**src/tbg_pkg.sv**
```systemverilog
// tbg_pkg: shared types, constants and a helper function of the tiled background fetch
// used by the front, queue, back and top modules of the block, depends on nothing else
package tbg_pkg;

  // memory geometry
  localparam int VIDEO_WORDS     = 32768;
  localparam int PALETTE_ENTRIES = 256;
  localparam int VA_W            = $clog2(VIDEO_WORDS);
  localparam int PA_W            = $clog2(PALETTE_ENTRIES);

  // command queue between front and back
  localparam int QDEPTH = 2;
  localparam int QP_W   = (QDEPTH > 1) ? $clog2(QDEPTH) : 1;
  localparam int QC_W   = $clog2(QDEPTH + 1);

  // input opcodes
  localparam logic [1:0] OP_RENDER = 2'd0;
  localparam logic [1:0] OP_VID_WR = 2'd1;
  localparam logic [1:0] OP_PAL_WR = 2'd2;

  // configuration register indexes
  localparam logic [1:0] REG_LAYER_CONTROL = 2'd0;
  localparam logic [1:0] REG_SCROLL_X      = 2'd1;
  localparam logic [1:0] REG_SCROLL_Y      = 2'd2;
  localparam logic [1:0] REG_MOSAIC_SIZE   = 2'd3;

  // layer control bit positions
  localparam int LC_CHAR_LO   = 2;
  localparam int LC_MOSAIC    = 6;
  localparam int LC_EIGHT     = 7;
  localparam int LC_SCREEN_LO = 8;
  localparam int LC_WIDE      = 14;
  localparam int LC_TALL      = 15;

  typedef struct packed {
    logic [1:0]  opcode;
    logic [14:0] mem_address;
    logic [15:0] write_value;
    logic [7:0]  column;
    logic [7:0]  screen_line;
  } tbg_in_t;

  typedef struct packed {
    logic [14:0] color;
    logic        opaque;
  } tbg_out_t;

  typedef struct packed {
    logic [15:0] layer_control;
    logic [8:0]  scroll_x;
    logic [8:0]  scroll_y;
    logic [7:0]  mosaic_size;
  } tbg_cfg_t;

  typedef enum logic [1:0] {
    CMD_RENDER,
    CMD_VID_WR,
    CMD_PAL_WR
  } tbg_cmd_kind_e;

  // render: addr is the map entry address, data holds {ty, tx} in its low bits
  typedef struct packed {
    tbg_cmd_kind_e   kind;
    logic [VA_W-1:0] addr;
    logic [15:0]     data;
  } tbg_cmd_t;

  typedef struct packed {
    logic            full;
    logic            empty;
    logic [QC_W-1:0] count;
  } tbg_q_status_t;

  typedef struct packed {
    logic holding;
  } tbg_fr_status_t;

  typedef struct packed {
    logic in_pal;
  } tbg_bk_status_t;

  typedef enum logic [1:0] {
    FR_EMPTY,
    FR_DIV,
    FR_READY
  } tbg_fr_state_e;

  typedef enum logic [1:0] {
    BK_IDLE,
    BK_MAP,
    BK_TILE,
    BK_PAL
  } tbg_bk_state_e;

  // one restoring remainder step, rem stays below m (m at most 16)
  function automatic logic [4:0] mosaic_step(input logic [4:0] rem, input logic b,
                                             input logic [4:0] m);
    logic [4:0] t;
    begin
      t = {rem[3:0], b};
      if (t >= m) begin
        t = t - m;
      end
      return t;
    end
  endfunction

endpackage

```
**src/tbg_queue.sv**
```systemverilog
// tbg_queue: short command queue between the front and the back
// depends on tbg_pkg
module tbg_queue (
  input  logic                   clk_i,
  input  logic                   rst_ni,
  input  logic                   push_i,
  input  tbg_pkg::tbg_cmd_t      cmd_i,
  input  logic                   pop_i,
  output tbg_pkg::tbg_cmd_t      cmd_o,
  output tbg_pkg::tbg_q_status_t status_o
);

  tbg_pkg::tbg_cmd_t                 mem_q [tbg_pkg::QDEPTH];
  logic [tbg_pkg::QP_W-1:0]          wr_ptr_q, wr_ptr_d;
  logic [tbg_pkg::QP_W-1:0]          rd_ptr_q, rd_ptr_d;
  logic [tbg_pkg::QC_W-1:0]          count_q, count_d;

  localparam logic [tbg_pkg::QP_W-1:0] LastPtr = tbg_pkg::QP_W'(tbg_pkg::QDEPTH - 1);
  localparam logic [tbg_pkg::QC_W-1:0] FullCnt = tbg_pkg::QC_W'(tbg_pkg::QDEPTH);

  always_comb begin
    wr_ptr_d = wr_ptr_q;
    rd_ptr_d = rd_ptr_q;
    count_d  = count_q;
    if (push_i) begin
      wr_ptr_d = (wr_ptr_q == LastPtr) ? '0 : wr_ptr_q + 1'b1;
    end
    if (pop_i) begin
      rd_ptr_d = (rd_ptr_q == LastPtr) ? '0 : rd_ptr_q + 1'b1;
    end
    if (push_i && !pop_i) begin
      count_d = count_q + 1'b1;
    end else if (pop_i && !push_i) begin
      count_d = count_q - 1'b1;
    end
  end

  always_ff @(posedge clk_i or negedge rst_ni) begin
    if (!rst_ni) begin
      wr_ptr_q <= '0;
      rd_ptr_q <= '0;
      count_q  <= '0;
    end else begin
      wr_ptr_q <= wr_ptr_d;
      rd_ptr_q <= rd_ptr_d;
      count_q  <= count_d;
    end
  end

  always_ff @(posedge clk_i) begin
    if (push_i) begin
      mem_q[wr_ptr_q] <= cmd_i;
    end
  end

  assign cmd_o          = mem_q[rd_ptr_q];
  assign status_o.full  = (count_q == FullCnt);
  assign status_o.empty = (count_q == '0);
  assign status_o.count = count_q;

endmodule

```
**config.mk**
```make
export PLATFORM = sky130hd
export DESIGN_NAME = tbg_queue
export DESIGN_NICKNAME = d
export VERILOG_FILES = /design/src/tbg_pkg.sv /design/src/tbg_queue.sv
export SDC_FILE = /design/constraint.sdc
export NUM_CORES = 1
export LEC_CHECK = 0
export BUFFER_PORTS_ARGS = -buffer_cell sky130_fd_sc_hd__buf_2
export CORE_ASPECT_RATIO = 1.75
export CORE_MARGIN = 2
export CORE_UTILIZATION = 30
export CTS_BUF_LIST = sky130_fd_sc_hd__clkbuf_4 sky130_fd_sc_hd__clkbuf_8
export DETAILED_ROUTE_END_ITERATION = 6
export PLACE_DENSITY = 0.63
export SYNTH_ARGS = -nofsm -noshare
export SYNTH_HDL_FRONTEND = slang
export SYNTH_SLANG_ARGS = --single-unit
```
**constraint.sdc**
```tcl
create_clock -name clk_i -period 2.3 [get_ports clk_i]
set_clock_uncertainty 0.15 [all_clocks]
set_input_delay 0.23 -clock clk_i [delete_from_list [all_inputs] [get_ports clk_i]]
set_output_delay 0.23 -clock clk_i [all_outputs]
set_load 0.1 [all_outputs]
```
==> qor.yml, run 1 <==
routing:
  dr_total_vias: 1477
  vias_per_cell: 4.06
  drt-pass1-iter-count: 4
  drt_wl_total_um: 4880
  wl_per_cell_um: 13.4
  antenna_left: 0
  drt_iter0_markers: 73
  drc: 0
synthesis:
  yosysWarnings: 0
  syn_avg_cell_area_um2: 22.9
  synth_area_mm2: 0.00272
  syn_inst: 119
  synth_most_common_cell: "edfxtp_1"
  synthArstFlopShare_pct: 5.71
  synth-edff-count: 66
  ys_seq_area_share_pct: 76.5
  yosys.area.top_type: "edfxtp_1"
  netlist_top_cells_count: "edfxtp_1, mux2_4, dfrtp_1, mux2_2, xor2_1"
  ys_ff_latch: 70
  ys.flop_type: "edfxtp_1"
  synth_fp_nets: 157
  synth_top_area_share_pct: 72.9
  synth_cell_types: 13
  netlist_top_cells_area: "edfxtp_1, mux2_4, dfrtp_1, buf_12, mux2_2"
outcome:
  run_status: "finished clean"
place:
  pre_cts_slack_ns: 0.592
  dp_hpwl_um: 3380
  place_inst: 314
  routabilityCongestion: 0.658
  port_buffers: 73
global_routing:
  grtUsageTotal_pct: 10.4
  grt_max_degree: 19
  antenna_found_initial: 0
  grt_pass1_wl_um: 7360
  overflow: 0
  grt_pass1_vias: 1547
worst_setup_path:
  critical-path-slowest-cell: "mux2_2"
  cpLargestDelayFamily: "buffers and inverters"
  cp-startpoint: "rd_ptr_q$_DFFE_PN0P_"
  crit_required_ns: 1.92
  crit_chain: "buf_4 > mux2_2 > buf_2"
  timing.critical_path.buf_inv: 2
  crit-reg2reg-launch: "wr_ptr_q$_DFFE_PN0P_"
  arrival_ns: 1.67
  end_kind: "primary output"
  worst-path-max-fanout: 18
  startpoint_type: "flop"
  max_stage_delay_ns: 0.38
  critPathKind: "reg -> out"
die:
  num_rows: 46
  die_w_um: 76.0
  ioPinCount: 74
  die_area_mm2: 0.00987
  fp.dieH_um: 130
  core_area_mm2: 0.00892
  initial_core_util_pct: 30.5
clocking:
  worstSkewPairLatency_ns: 0.33
  cts_sinks: 70
  cts_buffers: 9
  htree_levels: 3
  ctsRootBufferMaster: "clkbuf_8"
  cts_max_path_buffers: 2
  clk_pin_slew_ns: 0.06
  cts_tree: "done"
  cts_setup_buffers: 0
final_layout:
  finalNetCount: 279
  multi_input_area_um2: 576
  regArea_mm2: 0.00208
  num_antenna_cells: 0
  finalNonFillerCells: 364
  num-fill-cells: 808
  drive_gt1_share_pct: 52.0
  area_growth_pct: 37.2
timing:
  period_needed_ns: 2.05
  fmax_ghz: 0.488
  fin_crit_sh_pct: 89.0
  worst_slack_ns: 0.253
  rsz0062_at_grt: "false"
  final.setup.tns_ns: 0
  tightest_slew_ns: 0.502
  report.final.hold_viol_count: 0
  drv_slew: 0
  slew_headroom_pct: 66.8
  setup_viol: 0
run:
  cap_violations: 0
min_path:
  hp-class: "in -> async"
## layout make-up
class	instances	share of cell area [%]
inverters	1	0.101
flip-flops and latches	70	55.8
clock inverters	4	0.436
multi-input cells	44	15.4
repair buffers	115	20.7
well taps	120	4.02
clock buffers	10	3.52
## worst reg2reg max path: cells and delay by family (launching register included)
kind	cells	cell delay, ns
buffers and inverters	1	0.26
flip-flops	1	0.41
AND/OR/NAND/NOR	1	0.16
## per-stage QoR
stage	hold WS (ns)	util (%)	cell area, um2
after floorplan	-0.216	-	2730
after global placement	-0.107	36.1	3220
after detailed placement	-0.106	36.1	3220
after CTS	0.0542	41.8	3730
after global routing	0.0719	41.8	3730
final	0.0800	41.8	3730
## layout by cell type (no fill, tap or decap), drive strengths merged
cell type     n
and2          1
buf          79
clkbuf       10
clkinv        4
dfrtp         4
dlygate4sd3  36
edfxtp       66
ha            1
inv           1
mux2         33
nor2          2
nor2b         2
xnor2         1
xor2          4
## routing by layer
layer	wire length, um	vias to the layer above	GRT usage (%)	share of wire (%)
met1	1600	722	8.46	33
li1	-	701	-	-
met3	247	11	3.87	5.1
met4	133	0	7.17	2.7
met5	0	-	0	0
met2	2900	43	20.4	59
## flip-flops by register name (all words and copies together) (netlist names)
| name | cells |
|---|---|
| mem_q | 66 |
| count_q | 2 |
| rd_ptr_q | 1 |
| wr_ptr_q | 1 |
## repair_timing
action                    CTS  global route
hold buffers               36             0
hold endpoints to repair   72             0
gates resized for setup     0             0
## logic make-up (layout without fill, tap and decap cells)
family	count (synthesis)	in the layout	share of synthesized area, %
buffers and inverters	5	130	2.76
and+or+nand+nor	5	5	0.966
xor gates and xnor gates	5	5	1.61
adders and majority gates	1	1	0.460
DFF	70	70	76.5
muxes	33	33	17.7
## worst paths after layout
path / to / slack, ns / cells after the start
max in group asynchronous: rd_ptr_q$_DFFE_PN0P_ / 1.79 / 2
worst min register to register: count_q[1]$_DFFE_PN0P_ / 0.39 / 1
worst min-delay path: wr_ptr_q$_DFFE_PN0P_ / 0.08 / 2
min in group clk_i: count_q[1]$_DFFE_PN0P_ / 0.39 / 1
worst max-delay path: cmd_o[22] / 0.25 / 3
worst max register to register: mem_q[1][26]$_DFFE_PP_ / 0.99 / 2
Power of run 1 is not shown: default switching activity piles up to over one toggle a cycle in this logic, so the estimate is an artifact.
==> inputs of run 2 (changes only) <==
--- a/config.mk
+++ b/config.mk
@@ -9,7 +9,6 @@
 export CORE_ASPECT_RATIO = 1.75
 export CORE_MARGIN = 2
 export CORE_UTILIZATION = 30
-export CTS_BUF_LIST = sky130_fd_sc_hd__clkbuf_4 sky130_fd_sc_hd__clkbuf_8
 export DETAILED_ROUTE_END_ITERATION = 6
 export PLACE_DENSITY = 0.63
 export SYNTH_ARGS = -nofsm -noshare
==> qor.yml, run 2 (synthesis gave the netlist of run 1 again) <==
global_routing:
  grt_max_degree: 19  # unchanged
  antenna_found_initial: 0  # unchanged
  grt_pass1_vias: 1534  # -0.84%
  overflow: 0  # unchanged
  grtUsageTotal_pct: 10.2  # -0.21 points
  grt_pass1_wl_um: 7300  # -0.84%
timing:
  fin_crit_sh_pct: 88.2  # -0.85 points
  fmax_ghz: 0.493  # +0.97%
  report.final.hold_viol_count: 0  # unchanged
  tightest_slew_ns: 0.501  # -0.00117 ns
  slew_headroom_pct: 66.8  # +0.078 points
  drv_slew: 0  # unchanged
  period_needed_ns: 2.03  # -0.0196 ns
  whs_ns: 0.0971  # +0.0171 ns
  setup_viol: 0  # unchanged
  rsz0062_at_grt: "false"
final_layout:
  top_regs: "mem_q x66, count_q x2"
  multi_input_area_um2: 576  # unchanged
  top_register: "mem_q"
  drive_gt1_share_pct: 51.6  # -0.41 points
  largest_reg_flops: 66  # unchanged
  final_cell_mix: "buf_2, edfxtp_1, dlygate4sd3_1"
  num_antenna_cells: 0  # unchanged
  regArea_mm2: 0.00208  # unchanged
  final_common_cell: "buf_2"
  num-fill-cells: 800  # -0.99%
  finalNonFillerCells: 364  # unchanged
  fin_util_pct: 42.9  # +1.1 points
  finalNetCount: 279  # unchanged
  fin_area_mm2: 0.00383  # +2.6%
  area_growth_pct: 40.8
routing:
  drt_wl_total_um: 4800  # -1.6%
  drc: 0  # unchanged
  drt-pass1-iter-count: 4  # unchanged
  drt_iter0_markers: 53  # -27%
  antenna_left: 0  # unchanged
  wl_per_cell_um: 13.2  # -1.6%
  vias_per_cell: 4.06  # unchanged
  dr_total_vias: 1477  # unchanged
worst_setup_path:
  arrival_ns: 1.65  # -0.02 ns
  worst-path-max-fanout: 18  # unchanged
  critPathKind: "reg -> out"
  crit_required_ns: 1.92  # about the same
  startpoint_type: "flop"
  end_kind: "primary output"
clocking:
  cts_buffers: 9  # unchanged
  htree_levels: 3  # unchanged
  cts_max_path_buffers: 2  # unchanged
  cts_hold_buf: 36  # unchanged
  cts_tree: "done"
  cts_sinks: 70  # unchanged
  ctsRootBufferMaster: "clkbuf_16"
  cts_setup_buffers: 0  # unchanged
  cts_resized: 0  # unchanged
  worstSkewPairLatency_ns: 0.32  # about the same
  clk_pin_slew_ns: 0.05  # about the same
die:
  die_area_mm2: 0.00987  # unchanged
  core_area_mm2: 0.00892  # unchanged
  initial_core_util_pct: 30.5  # unchanged
  die_w_um: 76.0  # unchanged
  num_rows: 46  # unchanged
  ioPinCount: 74  # unchanged
  fp.dieH_um: 130  # unchanged
outcome:
  run_status: "finished clean"
place:
  place_inst: 314  # unchanged
  placed_area_mm2: 0.00322  # unchanged
  routabilityCongestion: 0.658  # unchanged
  dp_hpwl_um: 3380  # unchanged
  port_buffers: 73  # unchanged
run:
  cap_violations: 0  # unchanged
min_path:
  hp-class: "in -> async"
==> run 2: cell count changes in the layout (fill, tap and decap cells not counted) <==
cell,change
clkbuf_1,+1
clkbuf_16,+9
clkbuf_4,-1
clkbuf_8,-9
==> run 2: through the flow <==
step,setup TNS [ns],setup WS (ns)
3_5_place_dp,0,0.592
5_1_grt,0,0.194
2_1_floorplan,-0.0197,-0.0197
4_1_cts,0,0.249
6_report,0,0.272
3_3_place_gp,0,0.616
==> run 2: worst max-delay path, stage by stage, from the launching register on <==
cell	delay (ns)
dfrtp_2	0.35
buf_4	0.31
mux2_2	0.38
buf_2	0.29
==> run 2: final timing paths <==
| path | end | cells past startpoint | slack [ns] | start |
|---|---|---|---|---|
| max | cmd_o[22] | 3 | 0.27 | rd_ptr_q$_DFFE_PN0P_ |
| min | wr_ptr_q$_DFFE_PN0P_ | 2 | 0.1 | rst_ni |
| max reg2reg | mem_q[1][26]$_DFFE_PP_ | 2 | 0.99 | wr_ptr_q$_DFFE_PN0P_ |
| min reg2reg | count_q[1]$_DFFE_PN0P_ | 1 | 0.39 | count_q[1]$_DFFE_PN0P_ |
| max in group asynchronous | rd_ptr_q$_DFFE_PN0P_ | 2 | 1.77 | rst_ni |
| min in group clk_i | count_q[1]$_DFFE_PN0P_ | 1 | 0.39 | count_q[1]$_DFFE_PN0P_ |
==> run 2: cell type report <==
| type | count | share of cell area, % |
|---|---|---|
| clock inverters | 4 | 0.425 |
| clock buffers | 10 | 5.98 |
| well taps | 120 | 3.92 |
| multi-input cells | 44 | 15.0 |
| flip-flops and latches | 70 | 54.4 |
| repair buffers | 115 | 20.1 |
| inverters | 1 | 0.0980 |
==> run 2: per-layer routing <==
metal / GRT usage [%] / up-vias / share of wire (%) / wire length (um)
li1: - / 702 / - / -
met1: 8.64 / 726 / 34 / 1620
met2: 19.9 / 40 / 59 / 2820
met3: 3.46 / 9 / 4.4 / 211
met4: 6.84 / 0 / 3.1 / 148
met5: 0 / - / 0 / 0
Power of run 2 is left out for the same reason.
