$ cat config.mk
export PLATFORM = sky130hd
export DESIGN_NAME = tbg_front
export DESIGN_NICKNAME = d
export VERILOG_FILES = /design/src/tbg_pkg.sv /design/src/tbg_front.sv
export SDC_FILE = /design/constraint.sdc
export NUM_CORES = 1
export LEC_CHECK = 0
export BUFFER_PORTS_ARGS = -buffer_cell sky130_fd_sc_hd__buf_2
export CAP_MARGIN = 5
export CORE_ASPECT_RATIO = 1.4
export CORE_UTILIZATION = 53
export DETAILED_ROUTE_END_ITERATION = 16
export GPL_ROUTABILITY_DRIVEN = 0
export PLACE_DENSITY_LB_ADDON = 0.15
export SLEW_MARGIN = 5
export SYNTH_ARGS = -nofsm -noshare
export SYNTH_HDL_FRONTEND = slang
export SYNTH_SLANG_ARGS = --single-unit
$ cat constraint.sdc
create_clock -name clk_i -period 5.45 [get_ports clk_i]
set_input_delay 1.3625 -clock clk_i [delete_from_list [all_inputs] [get_ports clk_i]]
set_output_delay 1.3625 -clock clk_i [all_outputs]
set_load 0.01 [all_outputs]
$ cat src/tbg_pkg.sv
// tbg_pkg: shared types, constants and a helper function of the tiled background fetch
// used by the front, queue, back and top modules of the block, depends on nothing else
package tbg_pkg;

  // memory geometry
  localparam int VIDEO_WORDS     = 32768;
  localparam int PALETTE_ENTRIES = 256;
  localparam int VA_W            = $clog2(VIDEO_WORDS);
  localparam int PA_W            = $clog2(PALETTE_ENTRIES);

  // command queue between front and back
  localparam int QDEPTH = 2;
  localparam int QP_W   = (QDEPTH > 1) ? $clog2(QDEPTH) : 1;
  localparam int QC_W   = $clog2(QDEPTH + 1);

  // input opcodes
  localparam logic [1:0] OP_RENDER = 2'd0;
  localparam logic [1:0] OP_VID_WR = 2'd1;
  localparam logic [1:0] OP_PAL_WR = 2'd2;

  // configuration register indexes
  localparam logic [1:0] REG_LAYER_CONTROL = 2'd0;
  localparam logic [1:0] REG_SCROLL_X      = 2'd1;
  localparam logic [1:0] REG_SCROLL_Y      = 2'd2;
  localparam logic [1:0] REG_MOSAIC_SIZE   = 2'd3;

  // layer control bit positions
  localparam int LC_CHAR_LO   = 2;
  localparam int LC_MOSAIC    = 6;
  localparam int LC_EIGHT     = 7;
  localparam int LC_SCREEN_LO = 8;
  localparam int LC_WIDE      = 14;
  localparam int LC_TALL      = 15;

  typedef struct packed {
    logic [1:0]  opcode;
    logic [14:0] mem_address;
    logic [15:0] write_value;
    logic [7:0]  column;
    logic [7:0]  screen_line;
  } tbg_in_t;

  typedef struct packed {
    logic [14:0] color;
    logic        opaque;
  } tbg_out_t;

  typedef struct packed {
    logic [15:0] layer_control;
    logic [8:0]  scroll_x;
    logic [8:0]  scroll_y;
    logic [7:0]  mosaic_size;
  } tbg_cfg_t;

  typedef enum logic [1:0] {
    CMD_RENDER,
    CMD_VID_WR,
    CMD_PAL_WR
  } tbg_cmd_kind_e;

  // render: addr is the map entry address, data holds {ty, tx} in its low bits
  typedef struct packed {
    tbg_cmd_kind_e   kind;
    logic [VA_W-1:0] addr;
    logic [15:0]     data;
  } tbg_cmd_t;

  typedef struct packed {
    logic            full;
    logic            empty;
    logic [QC_W-1:0] count;
  } tbg_q_status_t;

  typedef struct packed {
    logic holding;
  } tbg_fr_status_t;

  typedef struct packed {
    logic in_pal;
  } tbg_bk_status_t;

  typedef enum logic [1:0] {
    FR_EMPTY,
    FR_DIV,
    FR_READY
  } tbg_fr_state_e;

  typedef enum logic [1:0] {
    BK_IDLE,
    BK_MAP,
    BK_TILE,
    BK_PAL
  } tbg_bk_state_e;

  // one restoring remainder step, rem stays below m (m at most 16)
  function automatic logic [4:0] mosaic_step(input logic [4:0] rem, input logic b,
                                             input logic [4:0] m);
    logic [4:0] t;
    begin
      t = {rem[3:0], b};
      if (t >= m) begin
        t = t - m;
      end
      return t;
    end
  endfunction

endpackage

$ cat src/tbg_front.sv
// tbg_front: accepts items, classifies them, runs mosaic snapping and builds map addresses
// depends on tbg_pkg; feeds tbg_queue
module tbg_front (
  input  logic                    clk_i,
  input  logic                    rst_ni,
  input  tbg_pkg::tbg_cfg_t       cfg_i,
  input  logic                    in_valid_i,
  output logic                    in_stall_o,
  input  tbg_pkg::tbg_in_t        in_item_i,
  input  tbg_pkg::tbg_q_status_t  q_status_i,
  output logic                    q_push_o,
  output tbg_pkg::tbg_cmd_t       q_cmd_o,
  output tbg_pkg::tbg_fr_status_t status_o
);

  tbg_pkg::tbg_fr_state_e  state_q, state_d;
  tbg_pkg::tbg_cmd_kind_e  kind_q, kind_d;
  logic [1:0]              cnt_q, cnt_d;
  logic [4:0]              rem_x_q, rem_x_d, rem_y_q, rem_y_d;
  logic [14:0]             addr_q;
  logic [15:0]             data_q;
  logic [7:0]              x_q, y_q;

  logic        accept, push;
  logic [4:0]  mh, mv, rx1, rx2, ry1, ry2;
  logic [2:0]  hi_idx, lo_idx;
  logic [7:0]  xm, ym;
  logic [8:0]  xx, yy;
  logic        wide, tall;
  logic [1:0]  quad_x, quad_y, quad;
  logic [5:0]  map_hi;
  logic [15:0] map_full, wr_addr16;

  assign push       = (state_q == tbg_pkg::FR_READY) && !q_status_i.full;
  assign in_stall_o = (state_q == tbg_pkg::FR_DIV) ||
                      ((state_q == tbg_pkg::FR_READY) && !push);
  assign accept     = in_valid_i && !in_stall_o;

  // mosaic remainder, two bits per cycle, msb first
  assign mh     = {1'b0, cfg_i.mosaic_size[3:0]} + 5'd1;
  assign mv     = {1'b0, cfg_i.mosaic_size[7:4]} + 5'd1;
  assign hi_idx = {~cnt_q, 1'b1};
  assign lo_idx = {~cnt_q, 1'b0};
  assign rx1    = tbg_pkg::mosaic_step(rem_x_q, x_q[hi_idx], mh);
  assign rx2    = tbg_pkg::mosaic_step(rx1, x_q[lo_idx], mh);
  assign ry1    = tbg_pkg::mosaic_step(rem_y_q, y_q[hi_idx], mv);
  assign ry2    = tbg_pkg::mosaic_step(ry1, y_q[lo_idx], mv);

  always_comb begin
    state_d = state_q;
    kind_d  = kind_q;
    cnt_d   = cnt_q;
    rem_x_d = rem_x_q;
    rem_y_d = rem_y_q;
    case (state_q)
      tbg_pkg::FR_EMPTY: begin
      end
      tbg_pkg::FR_DIV: begin
        rem_x_d = rx2;
        rem_y_d = ry2;
        cnt_d   = cnt_q + 2'd1;
        if (&cnt_q) begin
          state_d = tbg_pkg::FR_READY;
        end
      end
      tbg_pkg::FR_READY: begin
        if (push) begin
          state_d = tbg_pkg::FR_EMPTY;
        end
      end
      default: begin
        state_d = tbg_pkg::FR_EMPTY;
      end
    endcase
    if (accept) begin
      rem_x_d = '0;
      rem_y_d = '0;
      cnt_d   = '0;
      case (in_item_i.opcode)
        tbg_pkg::OP_RENDER: begin
          kind_d  = tbg_pkg::CMD_RENDER;
          state_d = cfg_i.layer_control[tbg_pkg::LC_MOSAIC] ? tbg_pkg::FR_DIV
                                                            : tbg_pkg::FR_READY;
        end
        tbg_pkg::OP_VID_WR: begin
          kind_d  = tbg_pkg::CMD_VID_WR;
          state_d = tbg_pkg::FR_READY;
        end
        tbg_pkg::OP_PAL_WR: begin
          kind_d  = tbg_pkg::CMD_PAL_WR;
          state_d = tbg_pkg::FR_READY;
        end
        default: begin
          // unused opcode, dropped without a result
          state_d = tbg_pkg::FR_EMPTY;
        end
      endcase
    end
  end

  always_ff @(posedge clk_i or negedge rst_ni) begin
    if (!rst_ni) begin
      state_q <= tbg_pkg::FR_EMPTY;
      cnt_q   <= '0;
    end else begin
      state_q <= state_d;
      cnt_q   <= cnt_d;
    end
  end

  always_ff @(posedge clk_i) begin
    kind_q  <= kind_d;
    rem_x_q <= rem_x_d;
    rem_y_q <= rem_y_d;
    if (accept) begin
      addr_q <= in_item_i.mem_address;
      data_q <= in_item_i.write_value;
      x_q    <= in_item_i.column;
      y_q    <= in_item_i.screen_line;
    end
  end

  // snapped position, scroll and quadrant select
  assign xm   = x_q - {3'b0, rem_x_q};
  assign ym   = y_q - {3'b0, rem_y_q};
  assign xx   = {1'b0, xm} + cfg_i.scroll_x;
  assign yy   = {1'b0, ym} + cfg_i.scroll_y;
  assign wide = cfg_i.layer_control[tbg_pkg::LC_WIDE];
  assign tall = cfg_i.layer_control[tbg_pkg::LC_TALL];

  assign quad_x   = {1'b0, wide & xx[8]};
  assign quad_y   = (tall & yy[8]) ? (wide ? 2'd2 : 2'd1) : 2'd0;
  assign quad     = quad_x + quad_y;
  assign map_hi   = {1'b0, cfg_i.layer_control[tbg_pkg::LC_SCREEN_LO +: 5]} + {4'b0, quad};
  assign map_full = {map_hi, yy[7:3], xx[7:3]};
  assign wr_addr16 = {1'b0, addr_q};

  always_comb begin
    q_cmd_o.kind = kind_q;
    if (kind_q == tbg_pkg::CMD_RENDER) begin
      q_cmd_o.addr = map_full[tbg_pkg::VA_W-1:0];
      q_cmd_o.data = {10'b0, yy[2:0], xx[2:0]};
    end else begin
      q_cmd_o.addr = wr_addr16[tbg_pkg::VA_W-1:0];
      q_cmd_o.data = data_q;
    end
  end

  assign q_push_o         = push;
  assign status_o.holding = (state_q != tbg_pkg::FR_EMPTY);

endmodule

==> impl_metrics.env <==
export IMPL_diodes=0
export IMPL_cts_htree_levels=3
export IMPL_synthTopCellsByArea="edfxtp_1 31%, ha_1 15%, nand2_1 4.3%"
export IMPL_clock_sinks=63
export IMPL_drtIter0Drc=188
export IMPL_synthAdderAreaFrac_pct=19.1
export IMPL_synth_most_common_cell="ha_1"
export IMPL_period_share_pct=102
export IMPL_rows=40
export IMPL_dieArea_um2=9200
export IMPL_worstPathRequired_ns=4.09
export IMPL_powerDensity_nw_per_um2=467
export IMPL_hpwlAfterDp_mm=8.24
export IMPL_synth_cell_types=43
export IMPL_grt_use_total_pct=25.4
export IMPL_worstPathMaxFanout=2
export IMPL_synth_top_area_cell="edfxtp_1"
export IMPL_cts_buffers=9
export IMPL_worst_pin_slew_ns=0.956
export IMPL_grt_pass1_vias=4018
export IMPL_core_um2=8560
export IMPL_die_x_um=81.4
export IMPL_skew_ns=0.00334
export IMPL_cts_hold_buf=0
export IMPL_hold_start="rem_y_q[4]"
export IMPL_path_clk_slew_ns=0.05
export IMPL_path_cells="ha_1 -> a21o_1 -> a21oi_2 -> o21bai_4 -> a2111oi_4 -> xor2_1 -> ha_1 -> o21a_1 -> nor2_1 -> a21oi_1 -> mux2i_1 -> nor2_1 -> a21oi_1 -> ha_2 -> inv_2 -> fa_2 -> nor2_2 -> xnor2_1 -> o21ai_1 -> buf_2"
export IMPL_dp_cells=698
export IMPL_place_area_um2=5430
export IMPL_wire_per_inst_um=14.9
export IMPL_die_y_um=113
export IMPL_outcome="complete, but fails checks"
export IMPL_synth_seq_cells=63
export IMPL_routed_via_density=5.42
export IMPL_ir_worst_vdd_mv=0.303
export IMPL_netlist_area_leader_share_pct=31.5
export IMPL_grt_pass1_wl_mm=17.6
export IMPL_ys_warnings_count=0
export IMPL_cp_arrival_ns=4.18
export IMPL_rrSetupSlack_ns=1.52
export IMPL_hp_class="flip-flop to flip-flop"
export IMPL_grt_max_degree=48
export IMPL_max_slew_margin_pct=36.2
export IMPL_drc=0
export IMPL_rr_worst_depth=14
export IMPL_stdcell_area_um2=5940
export IMPL_regToRegStartpoint="cnt_q[1]"
export IMPL_synth_xor_area_share_pct=7.50
export IMPL_drive_gt1_share_pct=32.4
export IMPL_cts_tree="built"
export IMPL_syn_nets=637
export IMPL_hold_viol=0
export IMPL_reg2reg_to="rem_x_q[3]"
export IMPL_critical_path_class="flip-flop to primary output"
export IMPL_synth_edf_count=49
export IMPL_slew_viol_final=0
export IMPL_area_growth_syn_to_layout_pct=27.1
export IMPL_synthCells=473
export IMPL_fin_cells=731
export IMPL_start_util_pct=54.6
export IMPL_root_buffer="clkbuf_16"
export IMPL_fmax_mhz=180
export IMPL_slowest_delay_ns=0.40
export IMPL_muxShareOfSynthArea_pct=3.45
export IMPL_synthSimpleGateAreaFrac_pct=11.6
export IMPL_clk_latency_ns=0.33
export IMPL_post_route_min_period_ns=5.54
export IMPL_p_leak_nw=2.79
export IMPL_postRouteAntennaNets=0
export IMPL_syn_area_per_cell_um2=9.88
export IMPL_synth_top_family_by_area="adder cells"
export IMPL_async_reset_ff_share_pct=6.35
export IMPL_gr_total_overflow=0
export IMPL_vias=3964
export IMPL_drt_total_wl_mm=10.9
export IMPL_antenna_found_initial=1
export IMPL_violations="negative setup slack"
export IMPL_dr_pass1_iters=5
export IMPL_ys_flop_type="edfxtp_1"
export IMPL_yosysSeqAreaShare_pct=37.9
export IMPL_cts_max_path_buffers=2
export IMPL_synth_compound_area_share_pct=15.9
export IMPL_n_fill_cell=664
export IMPL_hold_path_endpoint="rem_y_q[4]"
export IMPL_finalWorstSetupSlack_ns=-0.0912
export IMPL_min_path_cells=2
export IMPL_startpoint_type="flip-flop"
export IMPL_io_pins=134
export IMPL_grt_setup_unrepaired="yes"
export IMPL_cp_slowest_cell="edfxtp_1"
export IMPL_nets=785
export IMPL_port_buffers=122
export IMPL_syn_area_um2=4670
export IMPL_worstSetupEndpointType="primary output"
export IMPL_maxCapViolCount=0
export IMPL_synth_common_cells="57 x ha_1, 54 x nand2_1, 49 x edfxtp_1"
export IMPL_finalSetupViolCount=3
-- where the power goes --
group | internal (W) | switching, W | leakage, nW | total (W)
clock network | 0.000350 | 0.000202 | 0.149 | 0.000551
registers | 0.000601 | 0.0000553 | 0.607 | 0.000656
logic | 0.000729 | 0.000836 | 2.04 | 0.00157
total | 0.00168 | 0.00109 | 2.79 | 0.00277
-- layer usage --
metal / GRT usage (%) / vias up / share of wire [%]
met5: 0 / - / 0
met4: 12.9 / 0 / 3.4
met3: 5.97 / 32 / 5.9
met2: 44.8 / 144 / 52
met1: 27.6 / 1821 / 39
li1: - / 1967 / -
-- layout by cell type (no fill, tap or decap), types with 3 or more instances in the layout --
cell / synthesis / routed
a21o_1: 16 / 16
a21oi_1: 33 / 26
a21oi_2: 0 / 7
a31oi_1: 4 / 4
a32oi_1: 4 / 4
and2_1: 11 / 10
buf_2: 1 / 122
buf_4: 0 / 22
clkbuf_16: 0 / 9
clkinv_2: 0 / 5
dfrtp_1: 4 / 4
dfxtp_1: 10 / 6
dfxtp_2: 0 / 4
edfxtp_1: 49 / 49
fa_1: 9 / 5
fa_2: 0 / 4
ha_1: 57 / 55
inv_1: 47 / 44
inv_2: 1 / 4
mux2_2: 3 / 3
mux2i_1: 6 / 6
mux4_2: 3 / 3
nand2_1: 54 / 54
nand2b_1: 6 / 6
nand3_1: 8 / 8
nor2_1: 18 / 16
nor2b_1: 6 / 6
nor3_1: 4 / 4
nor3b_1: 4 / 3
o21ai_0: 39 / 33
o21ai_1: 4 / 10
or2_2: 5 / 5
xnor2_1: 22 / 21
xor2_1: 18 / 18
-- critical path: cells and delay by family (launching register included) --
family	cells	cell delay, ns
muxes	1	0.26
xor gates and xnor gates	2	0.26
buffers and inverters	2	0.20
and+or+nand+nor	3	0.21
AOI/OAI and AO/OA	8	1.34
adders and majority gates	4	1.16
DFF	1	0.40
-- cells by family after synthesis --
kind of cell | Yosys count
adders and majority gates | 66
and+or+nand+nor | 117
muxes | 12
buffers and inverters | 56
AOI/OAI and AO/OA | 119
xor gates and xnor gates | 40
DFF | 63
-- area by class of cell --
type	count	area [um2]	area share [%]
clock inverter	7	63.8	1.07
clock buffer	9	225	3.79
inverter	48	180	3.03
multi-input combinational	354	2770	46.7
timing repair buffer	145	787	13.3
sequential	63	1780	29.9
tap	105	131	2.21
-- registers in the layout, summed over array words and instances, names as in the netlist --
signal and cells:
addr_q 15, x_q 8, data_q 16, y_q 8, cnt_q 2, rem_x_q 5
rem_y_q 5, state_q 2, kind_q 2
-- worst max path at each step --
| stage | from | end | slack [ns] | cells after the start |
|---|---|---|---|---|
| floorplan | cfg_i[17] | q_cmd_o[30] | 0.11 | 14 |
| global placement | cfg_i[17] | q_cmd_o[30] | -0.10 | 16 |
| detailed placement | cfg_i[17] | q_cmd_o[30] | -0.17 | 16 |
| CTS | y_q[1] | q_cmd_o[30] | -0.01 | 20 |
| global route | y_q[1] | q_cmd_o[30] | -0.28 | 20 |
| finish | y_q[1] | q_cmd_o[30] | -0.09 | 20 |
-- metrics by stage --
| step | util (%) | hold WS, ns | setup slack [ns] | power [W] | setup TNS (ns) |
|---|---|---|---|---|---|
| floorplan | - | 0.436 | 0.108 | 0.00174 | 0 |
| global placement | 63.4 | 0.488 | -0.100 | 0.00206 | -0.150 |
| detailed placement | 63.4 | 0.495 | -0.174 | 0.00210 | -0.288 |
| CTS | 68.5 | 0.509 | -0.00963 | 0.00273 | -0.00963 |
| global route | 69.4 | 0.533 | -0.277 | 0.00300 | -0.917 |
| finish | 69.4 | 0.511 | -0.0912 | 0.00277 | -0.199 |
-- timing repair --
item,CTS,global route
pin swaps,18,11
cloned,0,0
endpoints found under the hold margin,0,0
gates resized for setup,21,13
setup buffers,11,6
endpoints found under the setup margin,4,4
Note: power is estimated with default switching activity, not from simulation.
